### src/hdl/ild_pkg.sv
// Package for the x86 instruction length decoder: word types, opcode and
// ModRM constants, length codes and register map. Depends on nothing.
`timescale 1ns / 1ps

package ild_pkg;

	// Widths of the fields in one word.
	localparam int unsigned BYTE_W   = 8;
	localparam int unsigned OFFSET_W = 5;
	localparam int unsigned LEN_W    = 4;
	localparam int unsigned MIN_W    = 5;
	// The running total before masking: the last instruction may carry it past 31.
	localparam int unsigned TOTAL_W  = 6;
	localparam int unsigned COUNT_W  = 4;

	localparam int unsigned DEF_MAX_MIN_BYTES = 16;
	localparam logic [MIN_W-1:0] MIN_RESET = 5'd5;

	// APB register map.
	localparam int unsigned DATA_W = 32;
	localparam int unsigned ADDR_W = 2;
	localparam logic [ADDR_W-1:0] REG_MIN_REGION = 2'd0;

	// Length codes from the decoder.
	localparam logic [LEN_W-1:0] LEN_NEED  = 4'd0;
	localparam logic [LEN_W-1:0] LEN_FAULT = 4'd15;

	// Position of the byte being decoded within its instruction.
	localparam logic [1:0] POS_FIRST  = 2'd1;
	localparam logic [1:0] POS_SECOND = 2'd2;
	localparam logic [1:0] POS_THIRD  = 2'd3;

	// Opcodes.
	localparam logic [7:0] OP_TWO_BYTE = 8'h0F;
	localparam logic [7:0] OP_PUSH_LO  = 8'h50;
	localparam logic [7:0] OP_PUSHA_HI = 8'h61;
	localparam logic [7:0] OP_OPSIZE   = 8'h66;
	localparam logic [7:0] OP_PUSH_I32 = 8'h68;
	localparam logic [7:0] OP_PUSH_I8  = 8'h6A;
	localparam logic [7:0] OP_JGE_R8   = 8'h7D;
	localparam logic [7:0] OP_GRP1_I32 = 8'h81;
	localparam logic [7:0] OP_GRP1_I8  = 8'h83;
	localparam logic [7:0] OP_TEST_B   = 8'h84;
	localparam logic [7:0] OP_TEST_D   = 8'h85;
	localparam logic [7:0] OP_MOV_ST   = 8'h89;
	localparam logic [7:0] OP_MOV_LDB  = 8'h8A;
	localparam logic [7:0] OP_MOV_LD   = 8'h8B;
	localparam logic [7:0] OP_LEA      = 8'h8D;
	localparam logic [7:0] OP_NOP      = 8'h90;
	localparam logic [7:0] OP_MOV_MOFF_LO = 8'hA0;
	localparam logic [7:0] OP_MOV_MOFF_HI = 8'hA3;
	localparam logic [7:0] OP_MOV_EDX_I = 8'hBA;
	localparam logic [7:0] OP_MOV_MI   = 8'hC7;
	localparam logic [7:0] OP_FLD      = 8'hD9;
	localparam logic [7:0] OP_CALL_R32 = 8'hE8;
	localparam logic [7:0] OP_GRP5     = 8'hFF;

	// ModRM, SIB and second-byte forms.
	localparam logic [7:0] MODRM_REG_FORM = 8'hC0;
	localparam logic [7:0] REL8_LIMIT     = 8'h80;
	localparam logic [7:0] SIB_ESP        = 8'h24;
	localparam logic [7:0] JCC_JE_R32     = 8'h84;
	localparam logic [7:0] M_06 = 8'h06;
	localparam logic [7:0] M_05 = 8'h05;
	localparam logic [7:0] M_0C = 8'h0C;
	localparam logic [7:0] M_0D = 8'h0D;
	localparam logic [7:0] M_15 = 8'h15;
	localparam logic [7:0] M_1C = 8'h1C;
	localparam logic [7:0] M_44 = 8'h44;
	localparam logic [7:0] M_47 = 8'h47;
	localparam logic [7:0] M_51 = 8'h51;
	localparam logic [7:0] M_54 = 8'h54;
	localparam logic [7:0] M_6C = 8'h6C;
	localparam logic [7:0] M_84 = 8'h84;
	localparam logic [7:0] M_85 = 8'h85;
	localparam logic [7:0] M_93 = 8'h93;
	localparam logic [7:0] M_94 = 8'h94;
	localparam logic [7:0] M_C3 = 8'hC3;
	localparam logic [7:0] M_E5 = 8'hE5;
	localparam logic [7:0] M_F8 = 8'hF8;

	typedef struct packed {
		logic [BYTE_W-1:0] code_byte;
		logic              start_region;
	} in_word_t;

	typedef struct packed {
		logic [OFFSET_W-1:0] instr_offset;
		logic [LEN_W-1:0]    instr_length;
		logic [BYTE_W-1:0]   first_opcode;
		logic [OFFSET_W-1:0] total_length;
		logic                run_last;
		logic                fault;
	} out_word_t;

endpackage

### src/hdl/ild_len_decode.sv
// Length decoder for the supported 32-bit x86 subset: maps the first one to
// three bytes of an instruction to a length, a need-more code or a fault code.
// Depends on ild_pkg.
`timescale 1ns / 1ps

module ild_len_decode
	import ild_pkg::*;
(
	input  logic [1:0]        pos,
	input  logic [BYTE_W-1:0] op,
	input  logic [BYTE_W-1:0] second,
	input  logic [BYTE_W-1:0] third,
	output logic [LEN_W-1:0]  len
);

	always_comb begin
		len = LEN_FAULT;
		unique case (pos)
			POS_FIRST: begin
				if ((op >= OP_PUSH_LO && op <= OP_PUSHA_HI) || op == OP_NOP) begin
					len = 4'd1;
				end else if (op == OP_PUSH_I32 || (op >= OP_MOV_MOFF_LO && op <= OP_MOV_MOFF_HI)
						|| op == OP_MOV_EDX_I || op == OP_CALL_R32) begin
					len = 4'd5;
				end else if (op == OP_PUSH_I8) begin
					len = 4'd2;
				end else begin
					unique case (op)
						OP_TWO_BYTE, OP_OPSIZE, OP_JGE_R8, OP_GRP1_I32, OP_GRP1_I8,
						OP_TEST_B, OP_TEST_D, OP_MOV_ST, OP_MOV_LDB, OP_MOV_LD,
						OP_LEA, OP_MOV_MI, OP_FLD, OP_GRP5: len = LEN_NEED;
						default: len = LEN_FAULT;
					endcase
				end
			end
			POS_SECOND: begin
				unique case (op)
					OP_TWO_BYTE: len = (second == JCC_JE_R32) ? 4'd6 : LEN_FAULT;
					OP_OPSIZE:   len = (second == OP_MOV_ST) ? 4'd3 : LEN_FAULT;
					OP_JGE_R8:   len = (second < REL8_LIMIT) ? 4'd2 : LEN_FAULT;
					OP_GRP1_I32: begin
						if (second >= MODRM_REG_FORM) len = 4'd6;
						else if (second == M_0D) len = 4'd10;
						else len = LEN_FAULT;
					end
					OP_GRP1_I8:  len = (second >= MODRM_REG_FORM) ? 4'd3 : LEN_FAULT;
					OP_TEST_B, OP_TEST_D: len = (second >= MODRM_REG_FORM) ? 4'd2 : LEN_FAULT;
					OP_MOV_ST: begin
						if (second == M_06) len = 4'd2;
						else if (second == M_15) len = 4'd6;
						else if (second == M_0C || second == M_94 || second == M_84) len = LEN_NEED;
						else len = LEN_FAULT;
					end
					OP_MOV_LDB:  len = (second == M_1C) ? 4'd3 : LEN_FAULT;
					OP_MOV_LD: begin
						if (second == M_6C) len = LEN_NEED;
						else if (second == M_E5 || second == M_F8 || second == M_C3) len = 4'd2;
						else if (second == M_93 || second == M_0D) len = 4'd6;
						else len = LEN_FAULT;
					end
					OP_LEA:      len = (second == M_44) ? LEN_NEED : LEN_FAULT;
					OP_MOV_MI:   len = (second == M_05) ? 4'd10 : LEN_FAULT;
					OP_FLD:      len = (second == M_47) ? 4'd3 : LEN_FAULT;
					OP_GRP5: begin
						if (second == M_51) len = 4'd3;
						else if (second == M_54) len = 4'd4;
						else if (second == M_15) len = 4'd6;
						else len = LEN_FAULT;
					end
					default: len = LEN_FAULT;
				endcase
			end
			POS_THIRD: begin
				unique case (op)
					OP_MOV_ST: begin
						if ((second == M_0C && third == M_85)
								|| ((second == M_94 || second == M_84) && third == SIB_ESP)) begin
							len = 4'd7;
						end else begin
							len = LEN_FAULT;
						end
					end
					OP_MOV_LD: len = (second == M_6C && third == SIB_ESP) ? 4'd4 : LEN_FAULT;
					OP_LEA:    len = (second == M_44 && third == M_0C) ? 4'd4 : LEN_FAULT;
					default:   len = LEN_FAULT;
				endcase
			end
			default: len = LEN_FAULT;
		endcase
	end

endmodule

### src/hdl/ild_cfg_regs.sv
// APB-style configuration register of the length decoder: holds the minimum
// number of bytes a run must cover. Depends on ild_pkg.
`timescale 1ns / 1ps

module ild_cfg_regs
	import ild_pkg::*;
(
	input  logic              clk,
	input  logic              arst_n,
	input  logic              psel,
	input  logic              penable,
	input  logic              pwrite,
	input  logic [ADDR_W-1:0] paddr,
	input  logic [DATA_W-1:0] pwdata,
	output logic [DATA_W-1:0] prdata,
	output logic              pready,
	output logic [MIN_W-1:0]  min_bytes
);

	logic [MIN_W-1:0] min_bytes_q;
	logic             wr_en;

	// The map holds a single word at offset zero; other offsets read as zero.
	assign wr_en = psel && penable && pwrite && (paddr == REG_MIN_REGION);

	always_ff @(posedge clk or negedge arst_n) begin
		if (!arst_n) begin
			min_bytes_q <= MIN_RESET;
		end else if (wr_en) begin
			min_bytes_q <= pwdata[MIN_W-1:0];
		end
	end

	always_comb begin
		prdata = '0;
		if (paddr == REG_MIN_REGION) begin
			prdata = {{(DATA_W-MIN_W){1'b0}}, min_bytes_q};
		end
	end

	assign pready    = 1'b1;
	assign min_bytes = min_bytes_q;

endmodule

### src/hdl/x86_instruction_length_decoder_unit.sv
// Top level of the x86 instruction length decoder: input register, parser
// state and result register. Depends on ild_pkg, ild_len_decode, ild_cfg_regs.
`timescale 1ns / 1ps

// The decoder takes one code byte per cycle while the output does not stall:
// each word is captured in the input register, then decoded against the parser
// state, and any result lands in the output register, so out_valid rises when
// the instruction's last byte passes from the input register to the parser.
// The parser state is updated once per byte. A stall at the output holds the
// input register and then in_ready.
// A byte with start_region set opens a region; bytes after a fault or after
// the run's last instruction are dropped until the next region start.

module x86_instruction_length_decoder_unit
	import ild_pkg::*;
#(
	parameter int unsigned MAX_MIN_BYTES = DEF_MAX_MIN_BYTES
) (
	input  logic              clk,
	input  logic              arst_n,
	input  logic              in_valid,
	output logic              in_ready,
	input  in_word_t          in_data,
	output logic              out_valid,
	input  logic              out_ready,
	output out_word_t         out_data,
	input  logic              psel,
	input  logic              penable,
	input  logic              pwrite,
	input  logic [ADDR_W-1:0] paddr,
	input  logic [DATA_W-1:0] pwdata,
	output logic [DATA_W-1:0] prdata,
	output logic              pready
);

	typedef enum logic [1:0] {
		MODE_IDLE,
		MODE_PARSE,
		MODE_STOP
	} mode_t;

	localparam logic [TOTAL_W-1:0] MAX_MIN = TOTAL_W'(MAX_MIN_BYTES);

	logic [MIN_W-1:0] min_bytes;

	logic      valid_s1;
	in_word_t  data_s1;
	logic      adv;
	logic      fire;

	mode_t               mode_q, mode_d;
	logic [COUNT_W-1:0]  bii_q, bii_d;
	logic [LEN_W-1:0]    need_q, need_d;
	logic [OFFSET_W-1:0] start_q, start_d;
	logic [OFFSET_W-1:0] cov_q, cov_d;
	logic [BYTE_W-1:0]   op_q, op_d;
	logic [BYTE_W-1:0]   second_q, second_d;
	logic                out_valid_q;
	logic                emit;
	out_word_t           res;
	out_word_t           out_data_q;

	logic [COUNT_W-1:0]  n;
	logic [BYTE_W-1:0]   cur_op;
	logic [BYTE_W-1:0]   cur_second;
	logic [LEN_W-1:0]    dec_len;
	logic [LEN_W-1:0]    need_new;
	logic [TOTAL_W-1:0]  total;
	logic [TOTAL_W-1:0]  min_eff;
	logic                last;
	mode_t               mode_eff;
	logic [COUNT_W-1:0]  bii_eff;
	logic [LEN_W-1:0]    need_eff;
	logic [OFFSET_W-1:0] start_eff;
	logic [OFFSET_W-1:0] cov_eff;

	ild_cfg_regs u_cfg (
		.clk       (clk),
		.arst_n    (arst_n),
		.psel      (psel),
		.penable   (penable),
		.pwrite    (pwrite),
		.paddr     (paddr),
		.pwdata    (pwdata),
		.prdata    (prdata),
		.pready    (pready),
		.min_bytes (min_bytes)
	);

	// The decoder is only consulted while the length is unknown, which is at
	// most the third byte, so the low two bits of the position suffice.
	ild_len_decode u_dec (
		.pos    (n[1:0]),
		.op     (cur_op),
		.second (cur_second),
		.third  (data_s1.code_byte),
		.len    (dec_len)
	);

	assign adv      = !out_valid_q || out_ready;
	assign in_ready = !valid_s1 || adv;
	assign fire     = valid_s1 && adv;

	always_ff @(posedge clk or negedge arst_n) begin
		if (!arst_n) begin
			valid_s1 <= 1'b0;
		end else if (in_valid && in_ready) begin
			valid_s1 <= 1'b1;
		end else if (adv) begin
			valid_s1 <= 1'b0;
		end
	end

	always_ff @(posedge clk) begin
		if (in_valid && in_ready) begin
			data_s1 <= in_data;
		end
	end

	always_comb begin
		// A region start clears the parser before the byte is looked at.
		if (data_s1.start_region) begin
			mode_eff  = MODE_PARSE;
			bii_eff   = '0;
			need_eff  = LEN_NEED;
			start_eff = '0;
			cov_eff   = '0;
		end else begin
			mode_eff  = mode_q;
			bii_eff   = bii_q;
			need_eff  = need_q;
			start_eff = start_q;
			cov_eff   = cov_q;
		end

		n          = bii_eff + COUNT_W'(1);
		cur_op     = (n == COUNT_W'(1)) ? data_s1.code_byte : op_q;
		cur_second = (n == COUNT_W'(2)) ? data_s1.code_byte : second_q;
		need_new   = (need_eff == LEN_NEED) ? dec_len : need_eff;

		if (min_bytes == '0) begin
			min_eff = TOTAL_W'(1);
		end else if (TOTAL_W'(min_bytes) > MAX_MIN) begin
			min_eff = MAX_MIN;
		end else begin
			min_eff = TOTAL_W'(min_bytes);
		end
		total = TOTAL_W'(cov_eff) + TOTAL_W'(need_new);
		last  = (total >= min_eff);

		mode_d   = mode_eff;
		bii_d    = bii_eff;
		need_d   = need_eff;
		start_d  = start_eff;
		cov_d    = cov_eff;
		op_d     = op_q;
		second_d = second_q;
		emit     = 1'b0;
		res      = '0;

		if (mode_eff == MODE_PARSE) begin
			op_d     = cur_op;
			second_d = cur_second;
			if (need_eff == LEN_NEED && dec_len == LEN_FAULT) begin
				emit             = 1'b1;
				res.instr_offset = start_eff;
				res.instr_length = '0;
				res.first_opcode = cur_op;
				res.total_length = cov_eff;
				res.run_last     = 1'b0;
				res.fault        = 1'b1;
				bii_d            = n;
				mode_d           = MODE_STOP;
			end else if (need_new != LEN_NEED && n >= need_new) begin
				emit             = 1'b1;
				res.instr_offset = start_eff;
				res.instr_length = need_new;
				res.first_opcode = cur_op;
				res.total_length = total[OFFSET_W-1:0];
				res.run_last     = last;
				res.fault        = 1'b0;
				cov_d            = total[OFFSET_W-1:0];
				start_d          = total[OFFSET_W-1:0];
				bii_d            = '0;
				need_d           = LEN_NEED;
				if (last) begin
					mode_d = MODE_STOP;
				end
			end else begin
				bii_d  = n;
				need_d = need_new;
			end
		end
	end

	always_ff @(posedge clk or negedge arst_n) begin
		if (!arst_n) begin
			mode_q      <= MODE_IDLE;
			bii_q       <= '0;
			need_q      <= LEN_NEED;
			start_q     <= '0;
			cov_q       <= '0;
			op_q        <= '0;
			second_q    <= '0;
			out_valid_q <= 1'b0;
		end else if (fire) begin
			mode_q      <= mode_d;
			bii_q       <= bii_d;
			need_q      <= need_d;
			start_q     <= start_d;
			cov_q       <= cov_d;
			op_q        <= op_d;
			second_q    <= second_d;
			out_valid_q <= emit;
		end else if (out_ready) begin
			out_valid_q <= 1'b0;
		end
	end

	always_ff @(posedge clk) begin
		if (fire && emit) begin
			out_data_q <= res;
		end
	end

	assign out_valid = out_valid_q;
	assign out_data  = out_data_q;

	// A fault word carries no length and never ends the run.
	a_fault_word: assert property (@(posedge clk) disable iff (!arst_n)
		out_valid && out_data.fault |-> out_data.instr_length == '0 && !out_data.run_last)
		else $error("fault word with a length or a run end");

	// A finished instruction extends the total by exactly its length.
	a_total_sum: assert property (@(posedge clk) disable iff (!arst_n)
		out_valid && !out_data.fault |->
			out_data.total_length == OFFSET_W'(out_data.instr_offset
				+ OFFSET_W'(out_data.instr_length)))
		else $error("total does not match offset plus length");

	// With the result register empty the input side must never stall.
	a_no_idle_stall: assert property (@(posedge clk) disable iff (!arst_n)
		!out_valid |-> in_ready)
		else $error("input stalled while the result register is empty");

	// An accepted byte is held in the input register in the next cycle.
	a_s1_drains: assert property (@(posedge clk) disable iff (!arst_n)
		in_valid && in_ready |=> valid_s1)
		else $error("accepted word lost before the parser");

endmodule
### config.mk
export PLATFORM = sky130hd
export DESIGN_NAME = x86_instruction_length_decoder_unit
export DESIGN_NICKNAME = d
export VERILOG_FILES = /design/src/hdl/ild_pkg.sv /design/src/hdl/ild_len_decode.sv /design/src/hdl/ild_cfg_regs.sv /design/src/hdl/x86_instruction_length_decoder_unit.sv
export SDC_FILE = /design/constraint.sdc
export NUM_CORES = 1
export LEC_CHECK = 0
export BUFFER_PORTS_ARGS = -buffer_cell sky130_fd_sc_hd__buf_2
export CORE_UTILIZATION = 34
export DETAILED_ROUTE_END_ITERATION = 7
export PLACE_DENSITY_LB_ADDON = 0.05
export SYNTH_ARGS = -nofsm -noshare
export SYNTH_HDL_FRONTEND = slang
export SYNTH_HIERARCHICAL = 1
export SYNTH_SLANG_ARGS = --single-unit
export TNS_END_PERCENT = 10
### constraint.sdc
create_clock -name clk -period 8.1 [get_ports clk]
set_input_delay 0.405 -clock clk [delete_from_list [all_inputs] [get_ports clk]]
set_output_delay 0.405 -clock clk [all_outputs]
set_load 0.01 [all_outputs]
==> flow_metrics.py, run 1 <==
metrics = {
    "logic_synthesis": {
        "synth_top_area_cell": "dfrtp_1",
        "synth-async-reset-ratio_pct": 56.6,
        "synth-simple-area-share_pct": 25.5,
        "synth-adder-area-share_pct": 3.53,
        "avgSynthCellArea_um2": 10.2,
        "yosys-top-cells-count": "41 x dfrtp_1, 34 x nand2_1, 33 x edfxtp_1, 30 x mux2_2, 29 x buf_4",
        "synthMuxAreaShare_pct": 7.91,
        "synthCells": 516,
        "yosysMostFrequentCell": "dfrtp_1",
        "synth_warnings": 6,
        "ys_seq_area_share_pct": 39.2,
        "yosysTopAreaCellShare_pct": 19.4,
        "ys_top_cells_by_area": "dfrtp_1 19%, edfxtp_1 19%, mux2_2 6.4%",
        "synth_edf_count": 33,
        "synth.distinct_cells": 80,
        "synth_compound_area_share_pct": 14.1,
        "ys.flop_type": "dfrtp_1",
        "synth_top_family_by_area": "simple AND/OR/NAND/NOR gates",
        "synth_xor_area_share_pct": 1.52,
        "yosys_register_bits": 76,
        "syn_area_mm2": 0.00528,
    },
    "routing": {
        "post-route-drc-count": 0,
        "first_pass_iters": 4,
        "drtIter0Drc": 321,
        "drt_wl_total_um": 13600,
        "wire_per_inst_um": 18.0,
        "route.vias.total": 4114,
        "ant_nets": 0,
        "vias_per_cell": 5.42,
    },
    "timing": {
        "setup_violations": 0,
        "worstMarginPinSlew_ps": 1070,
        "slew_viol_final": 0,
        "relSlewSlack_pct": 29.0,
        "hold_ws_ps": 242,
        "rsz0062_at_grt": "false",
        "fin_setup_tns_ps": 0,
        "finalHoldViolations": 0,
        "post-route-period-util_pct": 93.2,
        "fmax_mhz": 132,
        "clock_skew_ps": 6.38,
        "fin_crit_ps": 7550,
    },
    "clock_network": {
        "cts_resized": 0,
        "ctsHoldBuffers": 0,
        "cts.sink_count": 76,
        "root_buffer": "clkbuf_16",
        "clock_latency_ps": 330,
        "numCtsBuffers": 9,
        "cts_setup_buffers": 0,
        "cts.reportedPaths.clkPinSlew_ps": 60,
        "cts_tree": "built",
        "h-tree-depth": 3,
        "cts_buffer_depth": 2,
    },
    "power": {
        "power_leakage_nw": 2.45,
        "switching_share_pct": 43.8,
        "pwr-share-seq_pct": 28.6,
        "p_sw_mw": 0.976,
        "comb_power_share_pct": 53.9,
        "max-vdd-ir-drop_uv": 142,
        "internal_power_mw": 1.25,
        "pwr_density_cell_mw_per_mm2": 375,
        "p_clk_share_pct": 17.5,
    },
    "global_routing": {
        "use_met3_pct": 2.95,
        "met2_usage_pct": 26.2,
        "grt_max_degree": 44,
        "grt_pass1_wl_um": 21800,
        "first_global_vias": 3787,
        "busiest_layer": "met1",
        "antenna_found_initial": 0,
        "overflow": 0,
        "met1_usage_pct": 26.5,
        "track_usage_pct": 17.7,
    },
    "floorplanning": {
        "ios": 109,
        "die_h_um": 127,
        "die_w_um": 127,
        "die_area_mm2": 0.0160,
        "core-area_mm2": 0.0152,
        "start_util_pct": 34.7,
        "placementRows": 45,
    },
    "setup_path": {
        "cp-start-kind": "flip-flop",
        "cpPeakStageDelay_ps": 610,
        "cp_data_arrival_time_ps": 7740,
        "critPathMostFrequentCell": "a21oi_1",
        "path_max_fanout": 10,
        "slowest_stage": "or4b_4",
        "crit_path_end_kind": "flip-flop",
        "crit_required_ps": 8290,
        "path_class": "reg2reg",
    },
    "place": {
        "portBuffers": 53,
        "dpl-instance-area_mm2": 0.00564,
        "gp_congestion": 0.853,
        "dp_hpwl_um": 9920,
        "dp.cells": 743,
    },
    "cells_and_area": {
        "final_cells": 759,
        "drive_gt1_share_pct": 25.6,
        "stdcell_area_mm2": 0.00594,
        "antennaDiodeCount": 0,
        "syn_to_final_growth_pct": 12.5,
        "nets": 630,
        "final_util_pct": 39.1,
    },
    "worst_hold_path": {
        "min_path_type": "in2reg",
    },
    "flow_run": {
        "cap_violations": 0,
    },
    "outcome": {
        "outcome": "completed",
    },
}
-- registers in the layout, indices dropped and copies added, names as in the netlist --
name / count
start_q: 5
out_data: 24
valid_s1: 1
u_cfg/min_bytes: 5
out_valid: 1
need_q: 4
data_s1: 9
op_q: 8
second_q: 8
cov_q: 5
mode_q: 2
bii_q: 4
-- layer usage --
| layer | part of all wire [%] | vias up | routed length (µm) |
|---|---|---|---|
| met5 | 0 | - | 0 |
| met4 | 1.1 | 0 | 153 |
| met3 | 4.5 | 13 | 607 |
| met2 | 44 | 128 | 5950 |
| met1 | 51 | 1985 | 6910 |
| li1 | - | 1988 | - |
-- layout by cell type (no fill, tap or decap), drive strengths merged, types with 18 or more instances in the layout --
cell	netlist	final
buf	35	66
conb	2	28
dfrtp	41	41
edfxtp	33	33
inv	20	20
mux2	30	30
nand2	36	36
nor2	26	26
nor2b	18	18
nor3	22	22
-- power by group through the flow --
stage | combinational [mW] | sequential (mW) | clock [mW]
after detailed placement | 1.20 | 0.644 | 0
after CTS | 1.20 | 0.638 | 0.401
final | 1.20 | 0.638 | 0.390
after floorplan | 0.873 | 0.637 | 0
after global routing | 1.32 | 0.656 | 0.421
after global placement | 1.20 | 0.640 | 0
-- cells by family (layout without fill, tap and decap cells) --
group                    after synthesis  after routing
AO/OA/AOI/OAI                         92             92
multiplexers                          38             38
AND/OR/NAND/NOR                      212            212
flip-flops                            76             76
other                                  2             28
XOR/XNOR                               7              7
adder cells (fa/ha/maj)               15             15
buffers and inverters                 74            103
-- critical path: cells and delay by family, from the launching register on --
| kind | cells | cell delay, ps |
|---|---|---|
| buf+inv | 2 | 390 |
| mux | 1 | 380 |
| simple gates | 9 | 2170 |
| xor+xnor | 1 | 190 |
| fa+ha+maj | 3 | 790 |
| compound gates | 13 | 3030 |
| flops | 1 | 460 |
-- worst paths after layout --
check | from | end | slack [ps] | depth (start not counted)
min in group asynchronous | arst_n | need_q[3]$_DFFE_PN0P_ | 270 | 1
hold / removal | in_data[6] | data_s1[6]$_DFFE_PP_ | 240 | 1
setup / recovery | data_s1[0]$_DFFE_PP_ | mode_q[1]$_DFFE_PN0P_ | 550 | 29
max in group asynchronous | arst_n | op_q[4]$_DFFE_PN0P_ | 7180 | 1
setup reg to reg | data_s1[0]$_DFFE_PP_ | mode_q[1]$_DFFE_PN0P_ | 550 | 29
hold reg to reg | start_q[0]$_DFFE_PN0P_ | start_q[0]$_DFFE_PN0P_ | 490 | 1
-- cell type report --
type | instances | area [µm²]
inverter | 21 | 91.3
sequential | 76 | 2070
clock inverter | 4 | 32.5
tap | 188 | 235
fill | 1518 | 9260
timing repair buffer | 66 | 363
clock buffer | 12 | 258
multi-input combinational | 392 | 2890
-- through the flow --
stage                     setup slack [ps]  power, mW
after detailed placement               616       1.84
final                                  550       2.23
after global placement                 583       1.84
after CTS                              537       2.24
after global routing                0.0462       2.39
after floorplan                        749       1.51
Note: power is estimated with default switching activity, not from simulation.
==> inputs of run 2 (changes only) <==
--- a/config.mk
+++ b/config.mk
@@ -5,6 +5,7 @@
 export SDC_FILE = /design/constraint.sdc
 export NUM_CORES = 1
 export LEC_CHECK = 0
+export ABC_AREA = 1
 export BUFFER_PORTS_ARGS = -buffer_cell sky130_fd_sc_hd__buf_2
 export CORE_UTILIZATION = 34
 export DETAILED_ROUTE_END_ITERATION = 7
==> run 2 against run 1 <==
Worst setup slack gained 860 ps. Highest routed layer unchanged. Wire length increased by 11%. Synthesized area grew 6.7%. Design area increased by 7.0%. Sequential share of layout area is 2.3 points lower. Via count grew 27%. Sequential cell count is the same.
==> flow_metrics.py, run 2 <==
metrics = {
    "outcome": {
        "outcome": "completed",
    },
    "clock_network": {
        "h-tree-depth": 3,
        "cts_resized": 0,
        "clock_latency_ps": 340,
        "cts_buffer_depth": 2,
        "ctsHoldBuffers": 0,
        "cts.sink_count": 76,
        "cts_setup_buffers": 0,
        "cts.reportedPaths.clkPinSlew_ps": 60,
        "cts_tree": "built",
        "numCtsBuffers": 9,
        "root_buffer": "clkbuf_16",
    },
    "global_routing": {
        "overflow": 0,
        "grt_max_degree": 44,
        "first_global_vias": 4995,
        "grt_pass1_wl_um": 24500,
        "antenna_found_initial": 0,
        "track_usage_pct": 18.9,
    },
    "logic_synthesis": {
        "synth_edf_count": 33,
        "synth.distinct_cells": 37,
        "yosysMostFrequentCell": "nand2_1",
        "yosys_register_bits": 76,
        "syn_area_mm2": 0.00563,
        "ys_top_cells_by_area": "nand2_1 18%, dfrtp_1 18%, edfxtp_1 18%",
        "synth-async-reset-ratio_pct": 56.6,
        "avgSynthCellArea_um2": 6.62,
        "yosys-top-cells-count": "277 x nand2_1, 147 x nor2_1, 105 x inv_1, 47 x nand3_1, 41 x dfrtp_1",
        "synth_top_area_cell": "nand2_1",
        "ys_seq_area_share_pct": 36.7,
        "ys.flop_type": "dfrtp_1",
        "synthCells": 851,
        "synth_warnings": 6,
        "yosysTopAreaCellShare_pct": 18.5,
    },
    "cells_and_area": {
        "antennaDiodeCount": 0,
        "final_util_pct": 39.7,
        "final_cell_mix": "277 x nand2_1, 146 x nor2_1, 105 x inv_1, 53 x buf_2, 47 x nand3_1",
        "syn_to_final_growth_pct": 12.8,
        "final_cells": 1123,
        "stdcell_area_mm2": 0.00635,
        "nets": 966,
        "fill_cells": 1715,
        "final_common_cell": "nand2_1",
        "largest_register_ffs": 24,
        "drive_gt1_share_pct": 13.6,
    },
    "floorplanning": {
        "core-area_mm2": 0.0160,
        "die_area_mm2": 0.0171,
        "die_w_um": 131,
        "die_h_um": 131,
        "placementRows": 46,
        "ios": 109,
        "start_util_pct": 35.2,
    },
    "routing": {
        "drtIter0Drc": 390,
        "first_pass_iters": 7,
        "wire_per_inst_um": 13.4,
        "ant_nets": 0,
        "drt_wl_total_um": 15100,
        "route.vias.total": 5214,
        "vias_per_cell": 4.64,
        "post-route-drc-count": 0,
    },
    "place": {
        "dp.cells": 1107,
        "portBuffers": 53,
        "dp_hpwl_um": 11900,
        "gp_congestion": 0.892,
        "dpl-instance-area_mm2": 0.00601,
    },
    "timing": {
        "finalHoldViolations": 0,
        "post-route-period-util_pct": 82.6,
        "fmax_mhz": 150,
        "setup_violations": 0,
        "rsz0062_at_grt": "false",
        "worstMarginPinSlew_ps": 1050,
        "fin_crit_ps": 6690,
        "hold_ws_ps": 239,
        "clock_skew_ps": 8.55,
        "fin_setup_tns_ps": 0,
        "slew_viol_final": 0,
        "relSlewSlack_pct": 30.2,
    },
    "setup_path": {
        "cpPeakStageDelay_ps": 500,
        "cp_data_arrival_time_ps": 6760,
        "path_class": "reg2reg",
        "crit_required_ps": 8170,
        "slowest_stage": "edfxtp_1",
        "cp-start-kind": "flip-flop",
        "crit_path_end_kind": "flip-flop",
        "path_max_fanout": 24,
        "critPathMostFrequentCell": "nand2_1",
    },
    "power": {
        "pwr_density_cell_mw_per_mm2": 423,
        "power_leakage_nw": 3.39,
        "max-vdd-ir-drop_uv": 166,
    },
    "worst_hold_path": {
        "min_path_type": "in2reg",
    },
    "flow_run": {
        "cap_violations": 0,
    },
}
-- run 2: cell types whose count changed in the layout (fill, tap and decap cells not counted), sizes merged, moves of 18 or more --
cell and change:
nor2b -18, nor2 +131, inv +98, mux2 -30, nand3 +40, o21ai +23, nand2 +257
-- run 2: cell type report --
cell class	count	area, µm²	share of cell area (%)
Clock inverter	6	113	1.77
Clock buffer	10	229	3.60
Multi-Input combinational cell	640	2940	46.2
Sequential cell	76	2070	32.6
Tap cell	216	270	4.25
Inverter	118	443	6.97
Timing Repair Buffer	57	295	4.65
-- run 2: worst paths after layout --
kind | slack (ps) | cells after the start | start | endpoint
max | 1410 | 33 | data_s1[0]$_DFFE_PP_ | out_data[22]$_SDFFCE_PN0P_
min | 240 | 1 | in_data[2] | data_s1[2]$_DFFE_PP_
max reg2reg | 1410 | 33 | data_s1[0]$_DFFE_PP_ | out_data[22]$_SDFFCE_PN0P_
min reg2reg | 480 | 2 | cov_q[1]$_DFFE_PN0P_ | cov_q[1]$_DFFE_PN0P_
max in group asynchronous | 7200 | 1 | arst_n | op_q[2]$_DFFE_PN0P_
min in group asynchronous | 260 | 1 | arst_n | valid_s1$_DFFE_PN0P_
-- run 2: critical path, delay by kind of cell, from the launching register on --
kind	cells	cell delay [ps]
AND/OR/NAND/NOR	19	2790
buffers and inverters	8	1280
AO/OA/AOI/OAI	3	1110
flip-flops	1	500
adder cells (fa/ha/maj)	2	470
XOR/XNOR	1	230
-- run 2: routing by layer --
metal | part of all wire, % | GRT usage, %
met2 | 49 | 32.7
met5 | 0 | 0
met4 | 2.7 | 8.18
met3 | 3.5 | 2.85
met1 | 45 | 23.4
-- run 2: cells by family after synthesis --
group / Yosys count / synth area share, %
AOI/OAI and AO/OA: 76 / 7.66
xor gates and xnor gates: 3 / 0.600
adders and majority gates: 14 / 3.11
buffers and inverters: 161 / 12.9
DFF: 76 / 36.7
other: 2 / 0.133
and+or+nand+nor: 519 / 38.8
-- run 2: through the flow --
step                      setup WS [ps]  power (mW)
after floorplan                    2390        1.83
after global placement             1450        2.22
after detailed placement           1380        2.24
after CTS                          1320        2.72
after global routing                638        2.96
final                              1410        2.69
-- run 2: report_power, final --
group	switching, mW	internal [mW]	leakage [nW]
clock	0.162	0.301	0.155
combinational	1.12	0.451	2.38
sequential	0.0639	0.595	0.852
==> inputs of run 3 (changes only) <==
==> constraint.sdc (replaced) <==
create_clock -name clk -period 6.45 [get_ports clk]
set_input_delay 0.3225 -clock clk [delete_from_list [all_inputs] [get_ports clk]]
set_output_delay 0.3225 -clock clk [all_outputs]
set_load 0.01 [all_outputs]
==> run 3 against run 2 <==
First-iteration DRC count fell by 17%. Wire length is 0.45% higher. Clock skew rose by 3.0 ps. Non-clock buffer count grew 9. Worst setup slack got worse by 670 ps. Global-route usage about the same. Register-to-register slack worse by 670 ps. Cell count is 0.80% higher.
==> flow_metrics.py, run 3 (synthesis gave the netlist of run 2 again) <==
metrics = {
    "power": {
        "power_leakage_nw": 3.43,
        "pwr_density_cell_mw_per_mm2": 527,
        "max-vdd-ir-drop_uv": 183,
        "pwr-share-seq_pct": 24.4,
        "power_mw": 3.39,
        "p_clk_share_pct": 16.1,
        "comb_power_share_pct": 59.5,
        "switching_share_pct": 50.1,
        "internal_power_mw": 1.69,
        "p_sw_mw": 1.70,
    },
    "setup_path": {
        "reg2reg_slack_ps": 750,
        "cp_num_buf_inv": 6,
        "crit_path_end_kind": "flip-flop",
        "critPathMostFrequentCell": "nand2_1",
        "path_delay_family": "simple AND/OR/NAND/NOR gates",
        "path_max_fanout": 15,
        "cp-start-kind": "flip-flop",
        "slowest_stage": "edfxtp_1",
        "cp_data_arrival_time_ps": 5970,
        "crit_required_ps": 6710,
        "cpPeakStageDelay_ps": 470,
        "path_class": "reg2reg",
    },
    "clock_network": {
        "cts.sink_count": 76,
        "root_buffer": "clkbuf_16",
        "cts_tree": "built",
        "h-tree-depth": 3,
        "cts.reportedPaths.clkPinSlew_ps": 60,
        "numCtsBuffers": 9,
        "cts_buffer_depth": 2,
        "clock_latency_ps": 350,
    },
    "cells_and_area": {
        "final_util_pct": 40.2,
        "fill_cells": 1722,
        "final_common_cell": "nand2_1",
        "largest_register_ffs": 24,
        "antennaDiodeCount": 0,
        "final_cell_mix": "277 x nand2_1, 145 x nor2_1, 104 x inv_1, 53 x buf_2, 45 x nand3_1",
        "nets": 975,
        "drive_gt1_share_pct": 15.1,
        "syn_to_final_growth_pct": 14.1,
    },
    "timing": {
        "relSlewSlack_pct": 28.8,
        "post-route-period-util_pct": 88.4,
        "clock_skew_ps": 11.6,
        "worstMarginPinSlew_ps": 1070,
        "setup_violations": 0,
        "finalHoldViolations": 0,
        "rsz0062_at_grt": "false",
        "hold_ws_ps": 151,
        "slew_viol_final": 0,
        "fmax_mhz": 175,
        "fin_setup_tns_ps": 0,
        "fin_crit_ps": 5700,
    },
    "routing": {
        "wire_per_inst_um": 13.4,
        "route.vias.total": 5195,
        "post-route-drc-count": 0,
        "wl_met3_um": 406,
        "ant_nets": 0,
        "top_layer": "met4",
        "first_pass_iters": 4,
        "vias_per_cell": 4.59,
        "drtIter0Drc": 325,
        "met2_length_um": 7400,
        "drt_wl_total_um": 15100,
        "wl_met1_um": 7020,
    },
    "floorplanning": {
        "core-area_mm2": 0.0160,
        "die_h_um": 131,
        "placementRows": 46,
        "start_util_pct": 35.2,
        "die_area_mm2": 0.0171,
        "die_w_um": 131,
        "ios": 109,
    },
    "global_routing": {
        "antenna_found_initial": 0,
        "grt_max_degree": 44,
        "track_usage_pct": 18.9,
        "first_global_vias": 4805,
        "overflow": 0,
        "grt_pass1_wl_um": 24500,
    },
    "flow_run": {
        "cap_violations": 0,
    },
    "worst_hold_path": {
        "min_path_type": "in2reg",
    },
    "place": {
        "portBuffers": 53,
        "dp_hpwl_um": 12000,
        "gp_congestion": 0.854,
    },
    "outcome": {
        "outcome": "completed",
    },
}
[run 3: cell type report]
type	instances	area [µm²]	area share, %
sequential	76	2070	32.2
inverter	118	443	6.89
clock buffer	10	229	3.56
tap	216	270	4.21
clock inverter	6	88.8	1.38
multi-input combinational	640	2960	46.1
timing repair buffer	66	363	5.65
[run 3: worst paths after layout]
| kind | endpoint | startpoint | cells past startpoint |
|---|---|---|---|
| setup reg to reg | mode_q[0]$_DFFE_PN0P_ | data_s1[0]$_DFFE_PP_ | 37 |
| hold reg to reg | start_q[1]$_DFFE_PN0P_ | start_q[1]$_DFFE_PN0P_ | 2 |
| setup / recovery | mode_q[0]$_DFFE_PN0P_ | data_s1[0]$_DFFE_PP_ | 37 |
| min in group asynchronous | valid_s1$_DFFE_PN0P_ | arst_n | 1 |
| max in group asynchronous | op_q[5]$_DFFE_PN0P_ | arst_n | 1 |
| hold / removal | data_s1[1]$_DFFE_PP_ | in_data[1] | 1 |
[run 3: through the flow]
step / worst slack, ps / cell area, µm² / cells
finish: 745 / 6430 / 1132
global route: 11.6 / 6430 / 1132
CTS: 247 / 6380 / 1129
detailed placement: 286 / 6060 / 1113
global placement: 315 / 6060 / 1113
floorplan: 739 / 5730 / 877
[run 3: routing by layer]
metal,track usage (%),vias up
met5,0,-
li1,-,2714
met1,24.0,2361
met2,32.6,103
met3,3.18,17
met4,6.49,0
[run 3: power by group through the flow]
stage / combinational, mW / clock [mW] / sequential (mW)
finish: 2.02 / 0.544 / 0.828
detailed placement: 2.01 / 0 / 0.839
global route: 2.31 / 0.584 / 0.850
global placement: 1.99 / 0 / 0.834
floorplan: 1.44 / 0 / 0.864
CTS: 2.02 / 0.560 / 0.831
[run 3: timing repair]
item / 4_1_cts / 5_1_grt
buffers inserted: 0 / 3
endpoints found under the setup margin: 0 / 41
resized for setup: 0 / 7
hold buffers: 0 / 0
endpoints found under the hold margin: 0 / 0
